`config.mk`:
```
export PLATFORM = sky130hd
export DESIGN_NAME = signed_int_to_four_digit_segments_core
export DESIGN_NICKNAME = d
export VERILOG_FILES = /design/src/rtl/sseg4_pkg.sv /design/src/rtl/sseg4_digits.sv /design/src/rtl/sseg4_encode.sv /design/src/rtl/signed_int_to_four_digit_segments_core.sv
export SDC_FILE = /design/constraint.sdc
export NUM_CORES = 1
export LEC_CHECK = 0
export ABC_AREA = 1
export BUFFER_PORTS_ARGS = -buffer_cell sky130_fd_sc_hd__buf_4
export CAP_MARGIN = 20
export CORE_UTILIZATION = 40
export CTS_CLUSTER_SIZE = 8
export DETAILED_ROUTE_END_ITERATION = 6
export GPL_TIMING_DRIVEN = 0
export PLACE_DENSITY = 0.67
export REMOVE_ABC_BUFFERS = 1
export SYNTH_ARGS = -nofsm -noshare
export SYNTH_HDL_FRONTEND = slang
export SYNTH_SLANG_ARGS = --single-unit
```
`constraint.sdc`:
```
create_clock -name clk_i -period 15.1 [get_ports clk_i]
set_input_delay 0 -clock clk_i [delete_from_list [all_inputs] [get_ports clk_i]]
set_output_delay 0 -clock clk_i [all_outputs]
set_load 0.01 [all_outputs]
```
`src/rtl/sseg4_pkg.sv`:
```
package sseg4_pkg;

  localparam int unsigned ValueWidth = 16;
  localparam int unsigned SegWidth   = 8;
  localparam int unsigned MagWidth   = 14;

  localparam logic signed [ValueWidth-1:0] ValMax = 16'sd9999;
  localparam logic signed [ValueWidth-1:0] ValMin = -16'sd999;

  localparam logic [SegWidth-1:0] SegBlank = 8'h00;
  localparam logic [SegWidth-1:0] SegMinus = 8'h40;

  typedef struct packed {
    logic       neg;
    logic [3:0] thousands;
    logic [3:0] hundreds;
    logic [3:0] tens;
    logic [3:0] ones;
  } digits_t;

  function automatic logic [SegWidth-1:0] seg_of(input logic [3:0] d);
    logic [SegWidth-1:0] s;
    case (d)
      4'd0:    s = 8'h3F;
      4'd1:    s = 8'h06;
      4'd2:    s = 8'h5B;
      4'd3:    s = 8'h4F;
      4'd4:    s = 8'h66;
      4'd5:    s = 8'h6D;
      4'd6:    s = 8'h7D;
      4'd7:    s = 8'h07;
      4'd8:    s = 8'h7F;
      4'd9:    s = 8'h6F;
      default: s = SegBlank;
    endcase
    return s;
  endfunction

endpackage

```
`src/rtl/sseg4_digits.sv`:
```
module sseg4_digits (
  input  logic signed [sseg4_pkg::ValueWidth-1:0] value_i,
  output sseg4_pkg::digits_t                      digits_o
);
  import sseg4_pkg::*;

  logic signed [ValueWidth-1:0] clamped;
  logic [ValueWidth-1:0]        abs_val;
  logic [MagWidth-1:0]          mag;
  logic [MagWidth-1:0]          rem_th;
  logic [9:0]                   rem_hu;
  logic [6:0]                   rem_te;
  logic [3:0]                   q_th;
  logic [3:0]                   q_hu;
  logic [3:0]                   q_te;

  always_comb begin
    if (value_i > ValMax) begin
      clamped = ValMax;
    end else if (value_i < ValMin) begin
      clamped = ValMin;
    end else begin
      clamped = value_i;
    end
    abs_val = clamped[ValueWidth-1] ? (~clamped + 16'd1) : clamped;
    mag     = abs_val[MagWidth-1:0];
  end

  // split off one decimal digit per level by parallel compares
  always_comb begin
    q_th   = 4'd0;
    rem_th = mag;
    for (int k = 1; k < 10; k++) begin
      if (mag >= MagWidth'(k * 1000)) begin
        q_th   = 4'(k);
        rem_th = mag - MagWidth'(k * 1000);
      end
    end
  end

  always_comb begin
    q_hu   = 4'd0;
    rem_hu = rem_th[9:0];
    for (int k = 1; k < 10; k++) begin
      if (rem_th[9:0] >= 10'(k * 100)) begin
        q_hu   = 4'(k);
        rem_hu = rem_th[9:0] - 10'(k * 100);
      end
    end
  end

  always_comb begin
    q_te   = 4'd0;
    rem_te = rem_hu[6:0];
    for (int k = 1; k < 10; k++) begin
      if (rem_hu[6:0] >= 7'(k * 10)) begin
        q_te   = 4'(k);
        rem_te = rem_hu[6:0] - 7'(k * 10);
      end
    end
  end

  assign digits_o.neg       = clamped[ValueWidth-1];
  assign digits_o.thousands = q_th;
  assign digits_o.hundreds  = q_hu;
  assign digits_o.tens      = q_te;
  assign digits_o.ones      = rem_te[3:0];

endmodule

```
`src/rtl/sseg4_encode.sv`:
```
module sseg4_encode (
  input  sseg4_pkg::digits_t              digits_i,
  input  logic                            keep_leading_zeros_i,
  output logic [sseg4_pkg::SegWidth-1:0]  digit_thousands_o,
  output logic [sseg4_pkg::SegWidth-1:0]  digit_hundreds_o,
  output logic [sseg4_pkg::SegWidth-1:0]  digit_tens_o,
  output logic [sseg4_pkg::SegWidth-1:0]  digit_ones_o
);
  import sseg4_pkg::*;

  logic blank_th;
  logic blank_hu;
  logic blank_te;

  // a dash does not end the run of leading zeros
  assign blank_th = !keep_leading_zeros_i && (digits_i.neg || (digits_i.thousands == 4'd0));
  assign blank_hu = blank_th && (digits_i.hundreds == 4'd0);
  assign blank_te = blank_hu && (digits_i.tens == 4'd0);

  assign digit_thousands_o = digits_i.neg ? SegMinus :
                             (blank_th ? SegBlank : seg_of(digits_i.thousands));
  assign digit_hundreds_o  = blank_hu ? SegBlank : seg_of(digits_i.hundreds);
  assign digit_tens_o      = blank_te ? SegBlank : seg_of(digits_i.tens);
  assign digit_ones_o      = seg_of(digits_i.ones);

endmodule

```
`src/rtl/signed_int_to_four_digit_segments_core.sv`:
```
// Signed integer to four seven-segment digit codes.
//
// Slave channel s_axis: tdata carries the signed 16-bit value, tuser the
// keep-leading-zeros flag. Master channel m_axis: tdata carries four
// gfedcba segment codes, thousands digit in the lowest byte, ones digit in
// the highest byte. A transaction completes when tvalid and tready are high
// at a rising edge of clk_i.
//
// An input transaction is held in the input register, then passes through
// clamp, digit split and encode into the result register, which drives
// m_axis. Throughput is one item per cycle while m_axis does not stall; the
// digit split is three levels of parallel compare and subtract.
//
// When m_axis stalls, the result register holds its item and the input
// register can still take one more item; s_axis_tready then drops until
// m_axis_tready returns. rst_ni (asynchronous, active low) empties both
// registers; no item is in flight after reset.
module signed_int_to_four_digit_segments_core (
  input  logic        clk_i,
  input  logic        rst_ni,
  input  logic        s_axis_tvalid,
  output logic        s_axis_tready,
  input  logic [15:0] s_axis_tdata,   // [15:0] value
  input  logic        s_axis_tuser,   // [0] keep_leading_zeros
  output logic        m_axis_tvalid,
  input  logic        m_axis_tready,
  output logic [31:0] m_axis_tdata    // [7:0] digit_thousands, [15:8] digit_hundreds,
                                      // [23:16] digit_tens, [31:24] digit_ones
);
  import sseg4_pkg::*;

  logic                         in_valid_q, in_valid_d;
  logic signed [ValueWidth-1:0] in_value_q;
  logic                         in_keep_q;
  logic                         out_valid_q, out_valid_d;
  logic [31:0]                  out_data_q;

  logic                         out_free;
  logic                         in_take;
  logic                         in_move;
  digits_t                      digits;
  logic [SegWidth-1:0]          seg_th;
  logic [SegWidth-1:0]          seg_hu;
  logic [SegWidth-1:0]          seg_te;
  logic [SegWidth-1:0]          seg_on;

  assign out_free      = !out_valid_q || m_axis_tready;
  assign s_axis_tready = !in_valid_q || out_free;
  assign in_take       = s_axis_tvalid && s_axis_tready;
  assign in_move       = in_valid_q && out_free;

  always_comb begin
    in_valid_d = in_valid_q;
    if (in_take) begin
      in_valid_d = 1'b1;
    end else if (in_move) begin
      in_valid_d = 1'b0;
    end
    out_valid_d = out_valid_q;
    if (in_move) begin
      out_valid_d = 1'b1;
    end else if (m_axis_tready) begin
      out_valid_d = 1'b0;
    end
  end

  always_ff @(posedge clk_i or negedge rst_ni) begin
    if (!rst_ni) begin
      in_valid_q  <= 1'b0;
      out_valid_q <= 1'b0;
    end else begin
      in_valid_q  <= in_valid_d;
      out_valid_q <= out_valid_d;
    end
  end

  always_ff @(posedge clk_i) begin
    if (in_take) begin
      in_value_q <= s_axis_tdata;
      in_keep_q  <= s_axis_tuser;
    end
    if (in_move) begin
      out_data_q <= {seg_on, seg_te, seg_hu, seg_th};
    end
  end

  sseg4_digits u_digits (
    .value_i  (in_value_q),
    .digits_o (digits)
  );

  sseg4_encode u_encode (
    .digits_i             (digits),
    .keep_leading_zeros_i (in_keep_q),
    .digit_thousands_o    (seg_th),
    .digit_hundreds_o     (seg_hu),
    .digit_tens_o         (seg_te),
    .digit_ones_o         (seg_on)
  );

  assign m_axis_tvalid = out_valid_q;
  assign m_axis_tdata  = out_data_q;

endmodule
```
==> results of run 1 <==
[through the flow]
stage / worst slack (ps) / utilization, % / cell area, µm² / std cells / hold slack [ps]
global placement: 4100 / 45.0 / 6940 / 1223 / -215
CTS: 4570 / 47.7 / 7350 / 1253 / 0.849
floorplan: 6480 / - / 6300 / 962 / -296
finish: 4440 / 47.7 / 7350 / 1253 / 19.9
detailed placement: 4620 / 45.3 / 6980 / 1225 / -216
global route: 3520 / 47.7 / 7350 / 1253 / 19.6
[flip-flops by register name (all words and copies together) (netlist names)]
signal and cells:
in_keep_q 1, m_axis_tvalid 1, in_valid_q 1, in_value_q 16
m_axis_tdata 28
[metal layers]
layer	share of wire, %	vias to the layer above
met2	46	170
met5	0	-
met1	47	2835
met4	1.7	0
li1	-	3289
met3	5.2	23
[logic make-up after synthesis]
group                    Yosys count  share of synthesized area (%)
AO/OA/AOI/OAI                    136                           12.9
XOR/XNOR                          17                           2.32
adder cells (fa/ha/maj)           65                           12.7
buffers and inverters            159                           10.4
flip-flops                        47                           21.9
other                              1                         0.0585
AND/OR/NAND/NOR                  548                           39.7
[worst paths after layout]
check | slack (ps) | cells past startpoint | end | from
max | 4440 | 56 | m_axis_tdata[22]$_SDFFCE_PP0P_ | in_value_q[0]$_DFFE_PP_
max reg2reg | 4440 | 56 | m_axis_tdata[22]$_SDFFCE_PP0P_ | in_value_q[0]$_DFFE_PP_
min in group clk_i | 410 | 2 | in_value_q[4]$_DFFE_PP_ | s_axis_tdata[4]
max in group asynchronous | 14990 | 2 | m_axis_tvalid$_DFFE_PN0P_ | rst_ni
min | 20 | 2 | in_valid_q$_DFFE_PN0P_ | rst_ni
min reg2reg | 560 | 2 | m_axis_tvalid$_DFFE_PN0P_ | in_valid_q$_DFFE_PN0P_
[critical path: cells and delay by family (launching register included)]
kind	cells	cell delay, ps
compound gates	9	1950
simple gates	34	4900
fa+ha+maj	6	1800
flops	1	430
buf+inv	7	1270
[cell usage in the layout (no fill, tap or decap), types with 5 or more instances in the layout]
master	Yosys	final
sky130_fd_sc_hd__o211ai_1	6	6
sky130_fd_sc_hd__o21ai_1	11	11
sky130_fd_sc_hd__nand2_1	283	283
sky130_fd_sc_hd__buf_4	5	51
sky130_fd_sc_hd__xor2_1	13	13
sky130_fd_sc_hd__nand2_2	40	40
sky130_fd_sc_hd__inv_1	115	115
sky130_fd_sc_hd__clkbuf_16	0	5
sky130_fd_sc_hd__nor2_1	75	75
sky130_fd_sc_hd__nand3_2	7	7
sky130_fd_sc_hd__ha_1	65	65
sky130_fd_sc_hd__inv_2	25	25
sky130_fd_sc_hd__dlygate4sd3_1	0	20
sky130_fd_sc_hd__a31oi_1	6	6
sky130_fd_sc_hd__edfxtp_1	45	45
sky130_fd_sc_hd__a21oi_1	47	46
sky130_fd_sc_hd__nor3_1	9	9
sky130_fd_sc_hd__or2_2	5	5
sky130_fd_sc_hd__o21ai_0	39	39
sky130_fd_sc_hd__nand3_1	82	82
sky130_fd_sc_hd__nand4_1	13	13
sky130_fd_sc_hd__nand2_4	10	10
sky130_fd_sc_hd__nor2_2	10	10
[cell type report]
type                    instances  area [µm²]
fillers                      1598        8070
multi-input cells             770        4360
repair buffers                 72         611
clock inverters                 3        43.8
inverters                     145         547
well taps                     211         264
clock buffers                   5         125
flip-flops and latches         47        1400
==> summary.md, run 1 <==
| Metric | Value |
|---|---|
| Run status | `completed` |
| Register bit count reported by yosys | `47` |
| TritonCTS clock tree | `yes` |
| Net count, final | `1127` |
| Commonest cells post-synth | `283 x sky130_fd_sc_hd__nand2_1, 115 x sky130_fd_sc_hd__inv_1, 82 x sky130_fd_sc_hd__nand3_1, 75 x sky130_fd_sc_hd__nor2_1, 65 x sky130_fd_sc_hd__ha_1` |
| Met2 capacity usage during global routing | `35.1%` |
| Number of design rule violations left after detail routing | `0` |
| Most used flip-flop cell after synthesis | `sky130_fd_sc_hd__edfxtp_1` |
| Top achievable clock speed | `93.8 MHz` |
| Area of the core | `15400 µm²` |
| Top-area cell type share of the netlist area | `21.1%` |
| Global Route met3 Usage | `2.29%` |
| Delay of the slowest cell on the worst path | `640 ps` |
| Number of max-cap violations | `0` |
| Path type of the worst min-delay path | `input pin to async pin` |
| Final number of hold-violating endpoints | `0` |
| Detail Route Antenna Nets | `0` |
| Startpoint types | `flop` |
| Total vias in the final route | `6317` |
| Length of the first detailed-routing pass in iterations | `5` |
| Highest-delay cell along the critical path | `sky130_fd_sc_hd__nor3_1` |
| Yosys warning count | `0` |
| Setup Skew | `10.3 ps` |
| Initial antenna violation count | `0` |
| DRT Wirelength | `16700 µm` |
| Number of DRC markers after the initial detailed-route iteration | `447` |
| TritonCTS Buffers | `5` |
| Post-synthesis instance total | `973` |
| GR peak layer | `met2` |
| CTS HTree Levels | `2` |
| Share of the yosys chip area belonging to registers | `21.9%` |
| Most used cell along the critical path | `sky130_fd_sc_hd__nand2_1` |
| Die boundary width | `129 µm` |
| CTS sink count | `47` |
| Number of enable-type register cells in the synthesized netlist | `45` |
| Required time at the worst-slack endpoint | `15120 ps` |
| CTS Hold Buffers Added | `20` |
| Post-synthesis to final-layout area growth | `14.8%` |
| Wire per inst | `13.3 µm` |
| Proportion of layout cells with a drive suffix above 1 | `17.6%` |
| Die Area | `16500 µm²` |
| Number of top-level pins | `55` |
| Category of the worst setup path capture point | `flop` |
| Main area contributors after synthesis | `sky130_fd_sc_hd__edfxtp_1 21%, sky130_fd_sc_hd__nand2_1 17%, sky130_fd_sc_hd__ha_1 13%` |
| Setup repair after global routing missed its margin | `no` |
| Wire length of the first global-routing pass | `27600 µm` |
| All-Layer GR Usage | `20.9%` |
| Detailed-route vias per instance | `5.04` |
| Initial Util | `41.5%` |
| Met1 Track Usage GR | `28.5%` |
| Aggregate global routing overflow | `0` |
| CTS root buf | `sky130_fd_sc_hd__clkbuf_16` |
| Syn_area_per_cell | `6.59 µm²` |
| Clock latency on the worst-skew pair | `300 ps` |
| Distinct cell type count of the synthesized netlist | `57` |
| Largest net degree at the start of global routing | `25` |
| Crit path DAT | `10680 ps` |
| Headroom to the max-slew limit | `53.4%` |
| Final weighted congestion in routability-driven placement | `0.958` |
| Number of instances resized during post-cts repair | `0` |
| Die height | `129 µm` |
| Antenna Diode Count | `0` |
| Class of the most critical setup path | `flop to flop` |
| Top-count cell post-synth | `sky130_fd_sc_hd__nand2_1` |
| Port Buffers | `50` |
| Post-CTS Setup Bufs | `0` |
| Half-perimeter wire length of the detailed placement result | `12800 µm` |
| Clock Tree Buf Depth | `2` |
| Largest area contributor in the netlist | `sky130_fd_sc_hd__edfxtp_1` |
| Fin Setup TNS | `0 ps` |
| Fin. max-slew vios | `0` |
| Standard-cell rows | `45` |
| Crit path max fanout | `14` |
| Async SR Flop Fraction | `4.26%` |
| Fin crit period | `10660 ps` |
| Portion of the clock cycle consumed by the worst path in the final layout | `70.6%` |
| CTS clock-pin slew for the worst setup and hold paths | `70 ps` |
| Via count of the first global-routing pass | `5719` |
| Setup violators final | `0` |
| Netlist area before placement | `6410 µm²` |
| Slew @ Worst Pin | `694 ps` |
Power of run 1 is not shown: default switching activity piles up to over one toggle a cycle in this logic, so the estimate is an artifact.
==> inputs of run 2 (changes only) <==
- PLACE_DENSITY: 0.67 -> 0.69
- clock period: 15.1 -> 9.6 ns (I/O delays scaled with it)
==> run 2 against run 1 <==
  * Die area unchanged
  * Non-clock buffer count increased by 11
  * Global-route usage fell by 0.31 points
  * Critical path depth increased by 6
  * Register-to-register slack got worse by 3600 ps
  * Critical path type unchanged
==> summary.md, run 2 (synthesis gave the netlist of run 1 again) <==
| Metric | Value |
|---|---|
| CTS HTree Levels | `2` |
| Wire per inst | `13.2 µm` |
| Aggregate global routing overflow | `0` |
| Die Area | `16500 µm²` |
| Flip-flop count of the largest register, all copies and words added | `28` |
| Number of top-level pins | `55` |
| Required time at the worst-slack endpoint | `9640 ps` |
| Length of the first detailed-routing pass in iterations | `5` |
| Run status | `completed` |
| Detail Route Antenna Nets | `0` |
| Portion of the clock cycle consumed by the worst path in the final layout | `90.8%` |
| R2R cell count | `62` |
| Class of the most critical setup path | `flop to flop` |
| Slew @ Worst Pin | `597 ps` |
| Number of design rule violations left after detail routing | `0` |
| Fin crit period | `8720 ps` |
| Via count of the first global-routing pass | `5676` |
| Post-synthesis to final-layout area growth | `17.5%` |
| Initial antenna violation count | `0` |
| Highest-delay cell along the critical path | `sky130_fd_sc_hd__edfxtp_1` |
| CTS root buf | `sky130_fd_sc_hd__clkbuf_16` |
| Clock Tree Buf Depth | `2` |
| Number of max-cap violations | `0` |
| Most used cells in the layout excluding fill and tap cells | `280 x sky130_fd_sc_hd__nand2_1, 112 x sky130_fd_sc_hd__inv_1, 82 x sky130_fd_sc_hd__nand3_1` |
| All-Layer GR Usage | `20.6%` |
| Final weighted congestion in routability-driven placement | `0.968` |
| Path type of the worst min-delay path | `input pin to flop` |
| Delay of the slowest cell on the worst path | `430 ps` |
| DRT Wirelength | `16700 µm` |
| Die boundary width | `129 µm` |
| Largest net degree at the start of global routing | `25` |
| Top achievable clock speed | `115 MHz` |
| CTS clock-pin slew for the worst setup and hold paths | `70 ps` |
| Combined area of the multi-input logic cells | `4440 µm²` |
| Setup Skew | `7.85 ps` |
| Fillers | `1614` |
| Fin. max-slew vios | `0` |
| Headroom to the max-slew limit | `59.8%` |
| Proportion of layout cells with a drive suffix above 1 | `19.6%` |
| CTS sink count | `47` |
| Crit path max fanout | `13` |
| Startpoint types | `flop` |
| Setup violators final | `0` |
| Number of instances in the placed design | `1225` |
| Area of the core | `15400 µm²` |
| Initial Util | `41.5%` |
| Die height | `129 µm` |
| Category of the worst setup path capture point | `flop` |
| TritonCTS Buffers | `5` |
| Crit path DAT | `8760 ps` |
| Half-perimeter wire length of the detailed placement result | `12700 µm` |
| Final number of hold-violating endpoints | `0` |
| Sequential cell area | `1400 µm²` |
| Fin Setup TNS | `0 ps` |
| TritonCTS clock tree | `yes` |
| Clock latency on the worst-skew pair | `300 ps` |
| Antenna Diode Count | `0` |
| Net count, final | `1138` |
| Non-filler instance count after layout | `1264` |
| Most common library cell in the layout ignoring fill and taps | `sky130_fd_sc_hd__nand2_1` |
| Cell depth of the worst hold path | `2` |
| Detailed-route vias per instance | `5.03` |
| Most used cell along the critical path | `sky130_fd_sc_hd__nand2_1` |
| Port Buffers | `50` |
| Total vias in the final route | `6360` |
| Wire length of the first global-routing pass | `27200 µm` |
| Number of DRC markers after the initial detailed-route iteration | `528` |
| Standard-cell rows | `45` |
==> run 2: what timing repair did <==
| action | in CTS | in global routing |
|---|---|---|
| gates resized for setup | 6 | 17 |
| hold endpoints to repair | 21 | 0 |
| hold buffers | 21 | 0 |
| pin swaps | 0 | 3 |
| buffers inserted | 0 | 10 |
| endpoints found under the setup margin | 14 | 14 |
==> run 2: worst paths after layout <==
check                                        start                             end  slack, ps
setup reg to reg           in_value_q[9]$_DFFE_PP_  m_axis_tdata[19]$_SDFFCE_PP0P_        880
max in group asynchronous                   rst_ni       m_axis_tvalid$_DFFE_PN0P_       8900
min in group asynchronous                   rst_ni          in_valid_q$_DFFE_PN0P_        570
hold reg to reg             in_valid_q$_DFFE_PN0P_       m_axis_tvalid$_DFFE_PN0P_        550
hold / removal                     s_axis_tdata[6]         in_value_q[6]$_DFFE_PP_        410
setup / recovery           in_value_q[9]$_DFFE_PP_  m_axis_tdata[19]$_SDFFCE_PP0P_        880
==> run 2: through the flow <==
stage          setup slack, ps  hold WS (ps)  cell area [µm²]  utilization [%]
2_1_floorplan              978          -296             6300                -
3_3_place_gp             -1380          -215             6940             45.0
3_5_place_dp              -797          -216             6980             45.3
4_1_cts                   36.5           401             7390             47.9
5_1_grt                  -29.6           401             7530             48.8
6_report                   879           411             7530             48.8
==> run 2: worst max-delay path: cells and delay by family, from the launching register on <==
family | cells | cell delay, ps
AOI/OAI and AO/OA | 7 | 1400
adders and majority gates | 6 | 1410
buffers and inverters | 11 | 1300
DFF | 1 | 430
and+or+nand+nor | 38 | 3890
==> run 2: cell type report <==
cell class | instances | area share (%)
Inverter | 145 | 7.38
Tap cell | 211 | 3.51
Clock inverter | 3 | 0.615
Clock buffer | 5 | 1.66
Multi-Input combinational cell | 770 | 59.0
Sequential cell | 47 | 18.6
Timing Repair Buffer | 83 | 9.24
==> run 2: per-layer routing <==
layer / vias up / part of all wire [%] / track usage (%) / routed length [µm]
met5: - / 0 / 0 / 0
met4: 0 / 1.8 / 5.47 / 293
met3: 23 / 5.9 / 3.33 / 978
met2: 177 / 46 / 34.3 / 7740
met1: 2854 / 46 / 27.6 / 7650
li1: 3306 / - / - / -
Power of run 2 is left out for the same reason.
